File: config.mk
export PLATFORM = sky130hd
export DESIGN_NAME = ipv6_neighbor_cache_aging_unit
export DESIGN_NICKNAME = d
export VERILOG_FILES = /design/src/rtl/ipv6nc_pkg.sv /design/src/rtl/ipv6nc_table.sv /design/src/rtl/ipv6nc_engine.sv /design/src/rtl/ipv6_neighbor_cache_aging_unit.sv
export SDC_FILE = /design/constraint.sdc
export NUM_CORES = 2
export LEC_CHECK = 0
export BUFFER_PORTS_ARGS = -buffer_cell sky130_fd_sc_hd__buf_2
export CORE_UTILIZATION = 40
export CTS_CLUSTER_SIZE = 25
export DETAILED_ROUTE_END_ITERATION = 7
export GPL_TIMING_DRIVEN = 0
export SLEW_MARGIN = 30
export SYNTH_ARGS = -nofsm -noshare
export SYNTH_HDL_FRONTEND = slang
export SYNTH_SLANG_ARGS = --single-unit
File: constraint.sdc
create_clock -name clk -period 16.2 [get_ports clk]
set_input_delay 1.62 -clock clk [delete_from_list [all_inputs] [get_ports clk]]
set_output_delay 1.62 -clock clk [all_outputs]
set_load 0.05 [all_outputs]
File: src/rtl/ipv6nc_pkg.sv
package ipv6nc_pkg;

  localparam int TABLE_ENTRIES = 16;
  localparam int IDX_W = (TABLE_ENTRIES > 1) ? $clog2(TABLE_ENTRIES) : 1;
  localparam int CNT_W = $clog2(TABLE_ENTRIES + 1);
  localparam logic [IDX_W-1:0] LAST_IDX = IDX_W'(TABLE_ENTRIES - 1);

  localparam int ADDR_W = 64;
  localparam int MAC_W = 48;
  localparam int TIME_W = 32;
  localparam int COUNT_OUT_W = 5;
  localparam logic [TIME_W-1:0] TIMEOUT_RESET = TIME_W'(1000);

  typedef enum logic [1:0] {
    OP_LEARN  = 2'd0,
    OP_LOOKUP = 2'd1,
    OP_AGE    = 2'd2
  } opcode_t;

  // Packed so that the first field lands in the highest bits.
  typedef struct packed {
    logic [TIME_W-1:0] now;
    logic [MAC_W-1:0]  mac_in;
    logic [ADDR_W-1:0] ip_low;
    logic [ADDR_W-1:0] ip_high;
  } req_data_t;

  typedef struct packed {
    opcode_t   opcode;
    req_data_t data;
  } req_t;

  typedef struct packed {
    logic [COUNT_OUT_W-1:0] entry_count;
    logic                   table_full;
    logic [MAC_W-1:0]       mac_out;
    logic                   found;
  } res_t;

  localparam int IN_DATA_W = (($bits(req_data_t) + 7) / 8) * 8;
  localparam int RES_W = $bits(res_t);
  localparam int OUT_DATA_W = ((RES_W + 7) / 8) * 8;

  typedef struct packed {
    logic [ADDR_W-1:0] key_high;
    logic [ADDR_W-1:0] key_low;
    logic [MAC_W-1:0]  mac;
    logic [TIME_W-1:0] seen_time;
  } entry_t;

  typedef struct packed {
    logic             en;
    logic [IDX_W-1:0] addr;
  } mem_rd_t;

  typedef struct packed {
    logic             en;
    logic [IDX_W-1:0] addr;
    entry_t           data;
  } mem_wr_t;

endpackage

File: src/rtl/ipv6nc_table.sv
module ipv6nc_table (
  input  logic                       clk,
  input  ipv6nc_pkg::mem_rd_t        rd_req,
  output ipv6nc_pkg::entry_t         rd_data,
  input  ipv6nc_pkg::mem_wr_t        wr_req
);

  ipv6nc_pkg::entry_t mem [ipv6nc_pkg::TABLE_ENTRIES];

  always_ff @(posedge clk) begin
    if (wr_req.en) begin
      mem[wr_req.addr] <= wr_req.data;
    end
    if (rd_req.en) begin
      rd_data <= mem[rd_req.addr];
    end
  end

endmodule

File: src/rtl/ipv6nc_engine.sv
module ipv6nc_engine (
  input  logic                          clk,
  input  logic                          rst,
  input  logic                          start,
  input  ipv6nc_pkg::req_t              req_in,
  input  logic [ipv6nc_pkg::TIME_W-1:0] timeout,
  output logic                          busy,
  input  logic                          res_ready,
  output logic                          res_valid,
  output ipv6nc_pkg::res_t              res,
  output ipv6nc_pkg::mem_rd_t           rd_req,
  input  ipv6nc_pkg::entry_t            rd_data,
  output ipv6nc_pkg::mem_wr_t           wr_req
);

  typedef enum logic [3:0] {
    ST_IDLE = 4'b0001,
    ST_SCAN = 4'b0010,
    ST_LAST = 4'b0100,
    ST_DONE = 4'b1000
  } state_t;

  state_t                               state;
  ipv6nc_pkg::req_t                     req;
  logic [ipv6nc_pkg::IDX_W-1:0]         scan_idx;
  logic                                 chk_en;
  logic [ipv6nc_pkg::IDX_W-1:0]         chk_idx;
  logic [ipv6nc_pkg::TABLE_ENTRIES-1:0] valid_bits;
  logic [ipv6nc_pkg::CNT_W-1:0]         count;
  logic [ipv6nc_pkg::CNT_W-1:0]         count_next;
  logic                                 match_found;
  logic [ipv6nc_pkg::IDX_W-1:0]         match_idx;
  logic [ipv6nc_pkg::MAC_W-1:0]         match_mac;
  logic                                 free_found;
  logic [ipv6nc_pkg::IDX_W-1:0]         free_idx;
  logic [ipv6nc_pkg::TIME_W-1:0]        age;
  logic                                 chk_live;
  logic                                 hit;
  logic                                 expired;
  logic                                 is_learn;
  logic                                 insert;
  logic                                 finish;

  assign chk_live = chk_en && valid_bits[chk_idx];
  assign hit = chk_live && (rd_data.key_high == req.data.ip_high)
               && (rd_data.key_low == req.data.ip_low);
  assign age = req.data.now - rd_data.seen_time;
  assign expired = chk_live && (req.opcode == ipv6nc_pkg::OP_AGE) && (age > timeout);
  assign is_learn = (req.opcode == ipv6nc_pkg::OP_LEARN);
  assign insert = is_learn && !match_found && free_found;
  assign finish = (state == ST_DONE) && res_ready;

  assign busy = (state != ST_IDLE);
  assign res_valid = finish;

  assign rd_req.en = (state == ST_SCAN);
  assign rd_req.addr = scan_idx;

  assign wr_req.en = finish && is_learn && (match_found || free_found);
  assign wr_req.addr = match_found ? match_idx : free_idx;
  assign wr_req.data.key_high = req.data.ip_high;
  assign wr_req.data.key_low = req.data.ip_low;
  assign wr_req.data.mac = req.data.mac_in;
  assign wr_req.data.seen_time = req.data.now;

  always_comb begin
    count_next = count;
    if (expired) begin
      count_next = count - ipv6nc_pkg::CNT_W'(1);
    end else if (finish && insert) begin
      count_next = count + ipv6nc_pkg::CNT_W'(1);
    end
  end

  always_comb begin
    res.found = 1'b0;
    res.mac_out = '0;
    res.table_full = 1'b0;
    res.entry_count = ipv6nc_pkg::COUNT_OUT_W'(count_next);
    unique case (req.opcode)
      ipv6nc_pkg::OP_LEARN: begin
        res.found = match_found;
        res.table_full = !match_found && !free_found;
      end
      ipv6nc_pkg::OP_LOOKUP: begin
        res.found = match_found;
        res.mac_out = match_found ? match_mac : '0;
      end
      default: begin
      end
    endcase
  end

  always_ff @(posedge clk) begin
    if (rst) begin
      state <= ST_IDLE;
      chk_en <= 1'b0;
      valid_bits <= '0;
      count <= '0;
    end else begin
      chk_en <= (state == ST_SCAN);
      count <= count_next;
      if (expired) begin
        valid_bits[chk_idx] <= 1'b0;
      end
      if (finish && insert) begin
        valid_bits[free_idx] <= 1'b1;
      end
      unique case (state)
        ST_IDLE: begin
          if (start) begin
            state <= ST_SCAN;
          end
        end
        ST_SCAN: begin
          if (scan_idx == ipv6nc_pkg::LAST_IDX) begin
            state <= ST_LAST;
          end
        end
        ST_LAST: begin
          state <= ST_DONE;
        end
        ST_DONE: begin
          if (res_ready) begin
            state <= ST_IDLE;
          end
        end
        default: begin
          state <= ST_IDLE;
        end
      endcase
    end
  end

  always_ff @(posedge clk) begin
    chk_idx <= scan_idx;
    if (start && (state == ST_IDLE)) begin
      req <= req_in;
      scan_idx <= '0;
      match_found <= 1'b0;
      free_found <= 1'b0;
    end else begin
      if (state == ST_SCAN) begin
        scan_idx <= scan_idx + ipv6nc_pkg::IDX_W'(1);
      end
      if (hit && !match_found) begin
        match_found <= 1'b1;
        match_idx <= chk_idx;
        match_mac <= rd_data.mac;
      end
      if (chk_en && !valid_bits[chk_idx] && !free_found) begin
        free_found <= 1'b1;
        free_idx <= chk_idx;
      end
    end
  end

endmodule

File: src/rtl/ipv6_neighbor_cache_aging_unit.sv
// IPv6 neighbor cache with aging.
// Requests enter on the s_t* channel: tuser carries the opcode (learn, lookup,
// age sweep) and tdata carries the address halves, the MAC and the current time.
// Each request yields exactly one result on the m_t* channel with the found
// flag, the MAC, the table-full flag and the live entry count.
// The timeout register is written through cfg_valid and cfg_data (cfg_ready is
// always high); the user must write it only while no request is in flight, as
// the block itself does not enforce this.
// Every request walks the whole table through the single read port of the
// entry memory, one entry per cycle; no new request is accepted until the walk
// has finished and its result has been passed to the output register.
// A learn writes the memory at most once, at the end of its walk.
// Reset clears all valid bits and the count, restores the timeout to 1000 and
// drops any pending result; the memory itself is not cleared.
// When the receiver stalls, the result is held in the output register; one
// more request can be accepted and walked, and it then waits until the
// output register is free.
module ipv6_neighbor_cache_aging_unit (
  input  logic                              clk,
  input  logic                              rst,
  input  logic                              s_tvalid,
  output logic                              s_tready,
  // ip_high, ip_low, mac_in, now
  input  logic [ipv6nc_pkg::IN_DATA_W-1:0]  s_tdata,
  // opcode
  input  logic [1:0]                        s_tuser,
  output logic                              m_tvalid,
  input  logic                              m_tready,
  // found, mac_out, table_full, entry_count, zero padding
  output logic [ipv6nc_pkg::OUT_DATA_W-1:0] m_tdata,
  input  logic                              cfg_valid,
  output logic                              cfg_ready,
  input  logic [ipv6nc_pkg::TIME_W-1:0]     cfg_data
);

  logic [ipv6nc_pkg::TIME_W-1:0] entry_timeout;
  ipv6nc_pkg::req_t              req_in;
  ipv6nc_pkg::res_t              res;
  ipv6nc_pkg::mem_rd_t           rd_req;
  ipv6nc_pkg::mem_wr_t           wr_req;
  ipv6nc_pkg::entry_t            rd_data;
  logic                          busy;
  logic                          res_valid;
  logic                          res_ready;
  logic                          start;

  assign cfg_ready = 1'b1;
  assign s_tready = !busy;
  assign start = s_tvalid && s_tready;
  assign res_ready = !m_tvalid || m_tready;

  assign req_in.opcode = ipv6nc_pkg::opcode_t'(s_tuser);
  assign req_in.data = s_tdata[$bits(ipv6nc_pkg::req_data_t)-1:0];

  always_ff @(posedge clk) begin
    if (rst) begin
      entry_timeout <= ipv6nc_pkg::TIMEOUT_RESET;
      m_tvalid <= 1'b0;
    end else begin
      if (cfg_valid && cfg_ready) begin
        entry_timeout <= cfg_data;
      end
      if (res_valid) begin
        m_tvalid <= 1'b1;
      end else if (m_tready) begin
        m_tvalid <= 1'b0;
      end
    end
  end

  always_ff @(posedge clk) begin
    if (res_valid) begin
      m_tdata <= ipv6nc_pkg::OUT_DATA_W'(res);
    end
  end

  ipv6nc_engine u_engine (
    .clk       (clk),
    .rst       (rst),
    .start     (start),
    .req_in    (req_in),
    .timeout   (entry_timeout),
    .busy      (busy),
    .res_ready (res_ready),
    .res_valid (res_valid),
    .res       (res),
    .rd_req    (rd_req),
    .rd_data   (rd_data),
    .wr_req    (wr_req)
  );

  ipv6nc_table u_table (
    .clk     (clk),
    .rd_req  (rd_req),
    .rd_data (rd_data),
    .wr_req  (wr_req)
  );

endmodule

# Yosys cells after proc, flatten, opt, wreduce, memory -nomap -nowiden
# Memory sizes are Yosys's and may differ from the RTL's. A register that Yosys moved wholly into a read port is not among the register bits.
# Index checks and enable logic that the tools add are counted.
# totals
register_bits,390
latchBits,0
ramBits,3328
rom_bits,0
inputBits,247
mem_count,1
# mem_list
memory,words,word_bits,rd,rd_clocked_by_memory_dff,wr,line_no,text
u_table.mem,16,208,1,1,1,ipv6nc_table.sv:8,ipv6nc_pkg::entry_t mem [ipv6nc_pkg::TABLE_ENTRIES];
# classes
addsub,4
n_mul,0
n_div,0
magnitude_cmp,5
eq_ne,13
shift,0
n_mux,20
n_bitwise,4
reduce_logical,33
# ops
op,count
$eq 64x64->1,2
$mux 16,3
$gt 32x32->1,1
$sub 32x32->32,1
$logic_and 1x1->1,19
$and 16x16->16,1
$mux 4,4
$not 16->16,1
$or 16x16->16,1
$pmux 4 s4,1
$lt 4x5->1 const B,2
$mux 5,2
$demux 1 s4,2
$eq 4x4->1 const B,2
$ge 4x1->1 const B,2
$mux 1,7
$ne 2x1->1 const B,3
$reduce_and 2->1,3
$add 5x1->5 const B,1
$logic_not 1->1,5
$sub 5x1->5 const B,1
$add 4x1->4 const B,1
$bmux 1 s4,1
$eq 4x1->1 const B,1
other kinds (11),12

# Logic depth before layout (Yosys ltp)
# depth
ltp_word,10
ltp_mapped,22

# Modules after synthesis
# A second synthesis with hierarchy kept.
# hier_totals
cells_unflattened,6969
area_unflattened_um2,149509.6
# modules_own_cells
mod,n_inst,cells_per_inst,area_per_inst_um2
ipv6nc_table,1,5468,130813.0
ipv6nc_engine,1,1332,15803.9
ipv6_neighbor_cache_aging_unit,1,169,2892.8

# Worst setup path after synthesis
# OpenSTA, ideal clock, no wires.
# synth_path
kind,input to register
startpoint,input port m_tready
endpoint,"memory u_table.mem[8][0] (netlist bit), enable pin"
setup_time_ns,0.781
arrival_time_ns,12.576
required_time_ns,15.419
slack_ns,2.843
stages,6
path_buffers,0
cell_sequence,nand2b_1 > nor2b_2 > nand2_1 > nor2_1 > nand2_1 > nor2_1
# synth_between
elab_chain_cells,6
# synth_rtl
item,line_no,text
"start, declared",ipv6_neighbor_cache_aging_unit.sv:28,"input logic m_tready,"
$logic_or 1x1->1,ipv6_neighbor_cache_aging_unit.sv:50,assign res_ready = !m_tvalid || m_tready;
$logic_and 1x1->1,ipv6nc_engine.sv:51,assign finish = (state == ST_DONE) && res_ready;
via res_valid,ipv6_neighbor_cache_aging_unit.sv:43,logic res_valid;
$logic_and 1x1->1 (2 in a row),ipv6nc_engine.sv:59,assign wr_req.en = finish && is_learn && (match_found || free_found);
$mux 1,ipv6nc_table.sv:11,if (wr_req.en) begin
$mux 1 (implied by the code),ipv6nc_table.sv:12,mem[wr_req.addr] <= wr_req.data;
"end, declared",ipv6nc_table.sv:8,
# The timed path passes the listed nets, and every way through them passes these cells.

==> run metrics <==
CTS Hold Bufs 0; port buffer count 302; fillers 28800; total gr overflow 0; Via density 5.63; chip width 609 µm; first-iteration detailed-routing DRC count 8487; all-layer global routing usage 20.7%; Rel. slew slack 29.8%; Max-Cap Viols 0; FF+latch count, synth 3926; fin crit period 6.23 ns; Starting Density 40.3%; Bufs on Longest Clock Path 4; Max IR drop VDD 0.0000902 V; fraction of registers with async set or reset after synthesis 0%; Critical Path Sink Type flop; Worst Clk Skew 0.0784 ns; highest routed layer met5; row count 222; M1 WL 155 mm; Post-DP HPWL 262 mm; Netlist cell types 82; Routed Antenna Nets 0; LEAKAGE 55.1 nW; Slew @ Worst Pin 1.05 ns; status complete, no violations; Mapped Area 0.148 mm²; CTS tree done; Core ar. 0.366 mm²; Pins Over Slew Limit 0; Seq/Total Area, Yosys 79.4%; CP top delay family compound AO/OA/AOI/OAI gates; syn_nets 6410; final worst path period share 38.5%; Fin. Hold Viols 0; CTS buffer count 389; TritonRoute pass-1 iters 5; unrepaired setup endpoints after global routing false; setup-violating endpoint count in the final report 0; full die area 0.371 mm²; first-pass GRT wire length 544 mm; met3 routed WL 24.5 mm; sequential cell area 0.117 mm²; CP startpoint u_engine.wr_req[0]; drt total wl 388 mm; worst hold slack 0.379 ns; Crit Path Max Fanout 17; Yosys warnings 0; CP bufs+invs 3; io pins 306; Post-CTS Resized 0; CP Launch Type flop; Final Net Count 7434; area grow syn2layout 19.7%; f_max 160 MHz; vias in the first global route 71200; RePlAce Congestion 0.793; vias 69100; Mapped Cells 6096; worst r2r src u_engine.wr_req[0]; htree depth 5; CP cell instances inv_1, ha_1, inv_1, fa_1, a211oi_1, o21ai_0, nand4_1, nand3_1, a31oi_1, o21ai_0, a21o_1, o31ai_2, xnor2_1, ha_1, nand4_1, or4_1, a211oi_1, o31ai_4, buf_6, o41ai_2, xor2_1, and2_1; Hold Path Origin u_engine.scan_idx[1]; CTS Root Cell clkbuf_16; Power Density 130 mW/mm²; Detail Route met2 WL 196 mm; Die Height 609 µm; initial antenna violation count 26; Worst path max stage delay 0.62 ns; clock sink total 3926; largest net degree at the start of global routing 56; CP max-delay cell edfxtp_1; fraction of layout cells with a size suffix above 1 32.5%; Inst Count DP 11500; Post-synth EDFFs 3857; Multi-input gate area 0.0290 mm²; crit path kind reg -> reg; CTS clk-pin slew, worst paths 0.06 ns; postcts setup bufs 0; average wire per standard cell 31.6 µm; required time of the critical path 17.06 ns; Avg Synthesized Cell Area 24.2 µm²; setup_tns 0 ns; Post-synth top flop edfxtp_1; drt drc 0; worst min path class reg -> reg; Clock Latency Late Sink 0.94 ns; CP arrival 7.10 ns; Finished Layout Cells 12300
## cell usage after synthesis (28+ instances only)
cell         n  area [µm²]
edfxtp_1  3857      116000
and3_1      54         338
nand4_1     33         206
xor2_1      43         377
nor2_1      96         360
a21oi_1     36         180
mux4_2    1041       23400
mux2i_1     28         280
xnor2_1     73         639
buf_1       39         146
dfxtp_1     69        1380
ha_1        66         826
nand2_1     41         154
inv_1      128         480
clkbuf_1   216         811
## state kept, by name, indices dropped and copies added, names as in the netlist
name	flops
u_table.mem	3328
u_engine.valid_bits	16
u_engine.match_mac	48
u_engine.match_found	1
u_table.rd_data	208
u_engine.state	4
u_engine.match_idx	4
u_engine.req	2
u_engine.count	5
u_engine.chk_idx	4
u_engine.wr_req	208
m_tdata	55
u_engine.free_idx	4
entry_timeout	32
u_engine.scan_idx	4
u_engine.free_found	1
m_tvalid	1
u_engine.chk_en	1
## final timing paths
| kind | to | slack [ns] | depth (start not counted) |
|---|---|---|---|
| max reg2reg | u_engine.count[4] | 9.97 | 22 |
| max | u_engine.count[4] | 9.97 | 22 |
| min reg2reg | u_engine.chk_idx[1] | 0.38 | 0 |
| min | u_engine.chk_idx[1] | 0.38 | 0 |
## power breakdown
part | internal, mW | total [mW] | switching, mW | leakage (nW)
combinational | 0.976 | 2.10 | 1.12 | 13.7
clock | 5.18 | 9.01 | 3.83 | 6.19
sequential | 11.5 | 11.9 | 0.345 | 35.3
## placed cells by master, fill, tap and decap left out, types with 9 or more instances in the layout
cell and instances:
a211oi_1 10, a21o_1 22, a21oi_1 36, a221oi_1 12, and3_1 54, buf_12 15, buf_16 283, buf_2 358
buf_8 15, bufinv_16 41, clkbuf_1 190, clkbuf_16 398, clkbuf_2 85, clkinv_1 78, clkinv_2 72, clkinv_4 11
clkinvlp_4 16, dfxtp_1 69, diode_2 14, edfxtp_1 3857, ha_1 66, inv_1 126, inv_6 9, mux2i_1 28
mux4_2 1041, nand2_1 41, nand3_1 12, nand4_1 33, nor2_1 80, nor2_4 17, nor3_1 14, nor4_1 17
o211ai_1 10, o21a_1 13, o21ai_0 16, o22ai_1 13, o2bb2ai_1 15, xnor2_1 68, xor2_1 42
## final cells by class
cell class / count / share of cell area, %
flip-flops and latches: 3926 / 66.4
repair buffers: 633 / 5.63
well taps: 4816 / 3.41
diodes: 14 / 0.0198
clock inverters: 239 / 1.37
multi-input cells: 1775 / 16.4
plain buffers: 266 / 0.665
clock buffers: 462 / 5.80
inverters: 129 / 0.283
## worst register-to-register path: stages, from the launching register on
cell and delay (ns):
edfxtp_1 0.62, inv_1 0.13, ha_1 0.18, inv_1 0.06, fa_1 0.42, a211oi_1 0.38
o21ai_0 0.30, nand4_1 0.27, nand3_1 0.19, a31oi_1 0.27, o21ai_0 0.20, a21o_1 0.26
o31ai_2 0.20, xnor2_1 0.17, ha_1 0.33, nand4_1 0.18, or4_1 0.57, a211oi_1 0.38
o31ai_4 0.21, buf_6 0.23, o41ai_2 0.25, xor2_1 0.24, and2_1 0.16
## routing by layer
metal  vias to the layer above  GRT usage (%)
met5                         -              0
met4                        22           6.35
met3                       536           3.05
met2                      2635           35.1
met1                     37700           27.7
li1                      28200              -
## cells by family (layout without fill, tap and decap cells)
group / count (synthesis) / count (layout) / synth area share [%]
xor+xnor: 117 / 117 / 0.699
mux: 1074 / 1074 / 16.2
flops: 3926 / 3926 / 79.4
buf+inv: 395 / 1729 / 1.02
simple gates: 316 / 316 / 1.12
fa+ha+maj: 67 / 67 / 0.573
compound gates: 199 / 199 / 1.00
other cells: 2 / 16 / 0.00509
## through the flow
step,area (µm²),setup slack (ns),util (%),power (mW)
finish,177000,9.97,48.2,23.0
global route,177000,9.53,48.2,23.7
CTS,177000,9.97,48.2,23.2
detailed placement,164000,10.00,44.7,14.2
global placement,155000,-12.20,42.3,14.2
floorplan,148000,2.84,-,13.4
No activity file was read; power rests on OpenSTA's default activity.
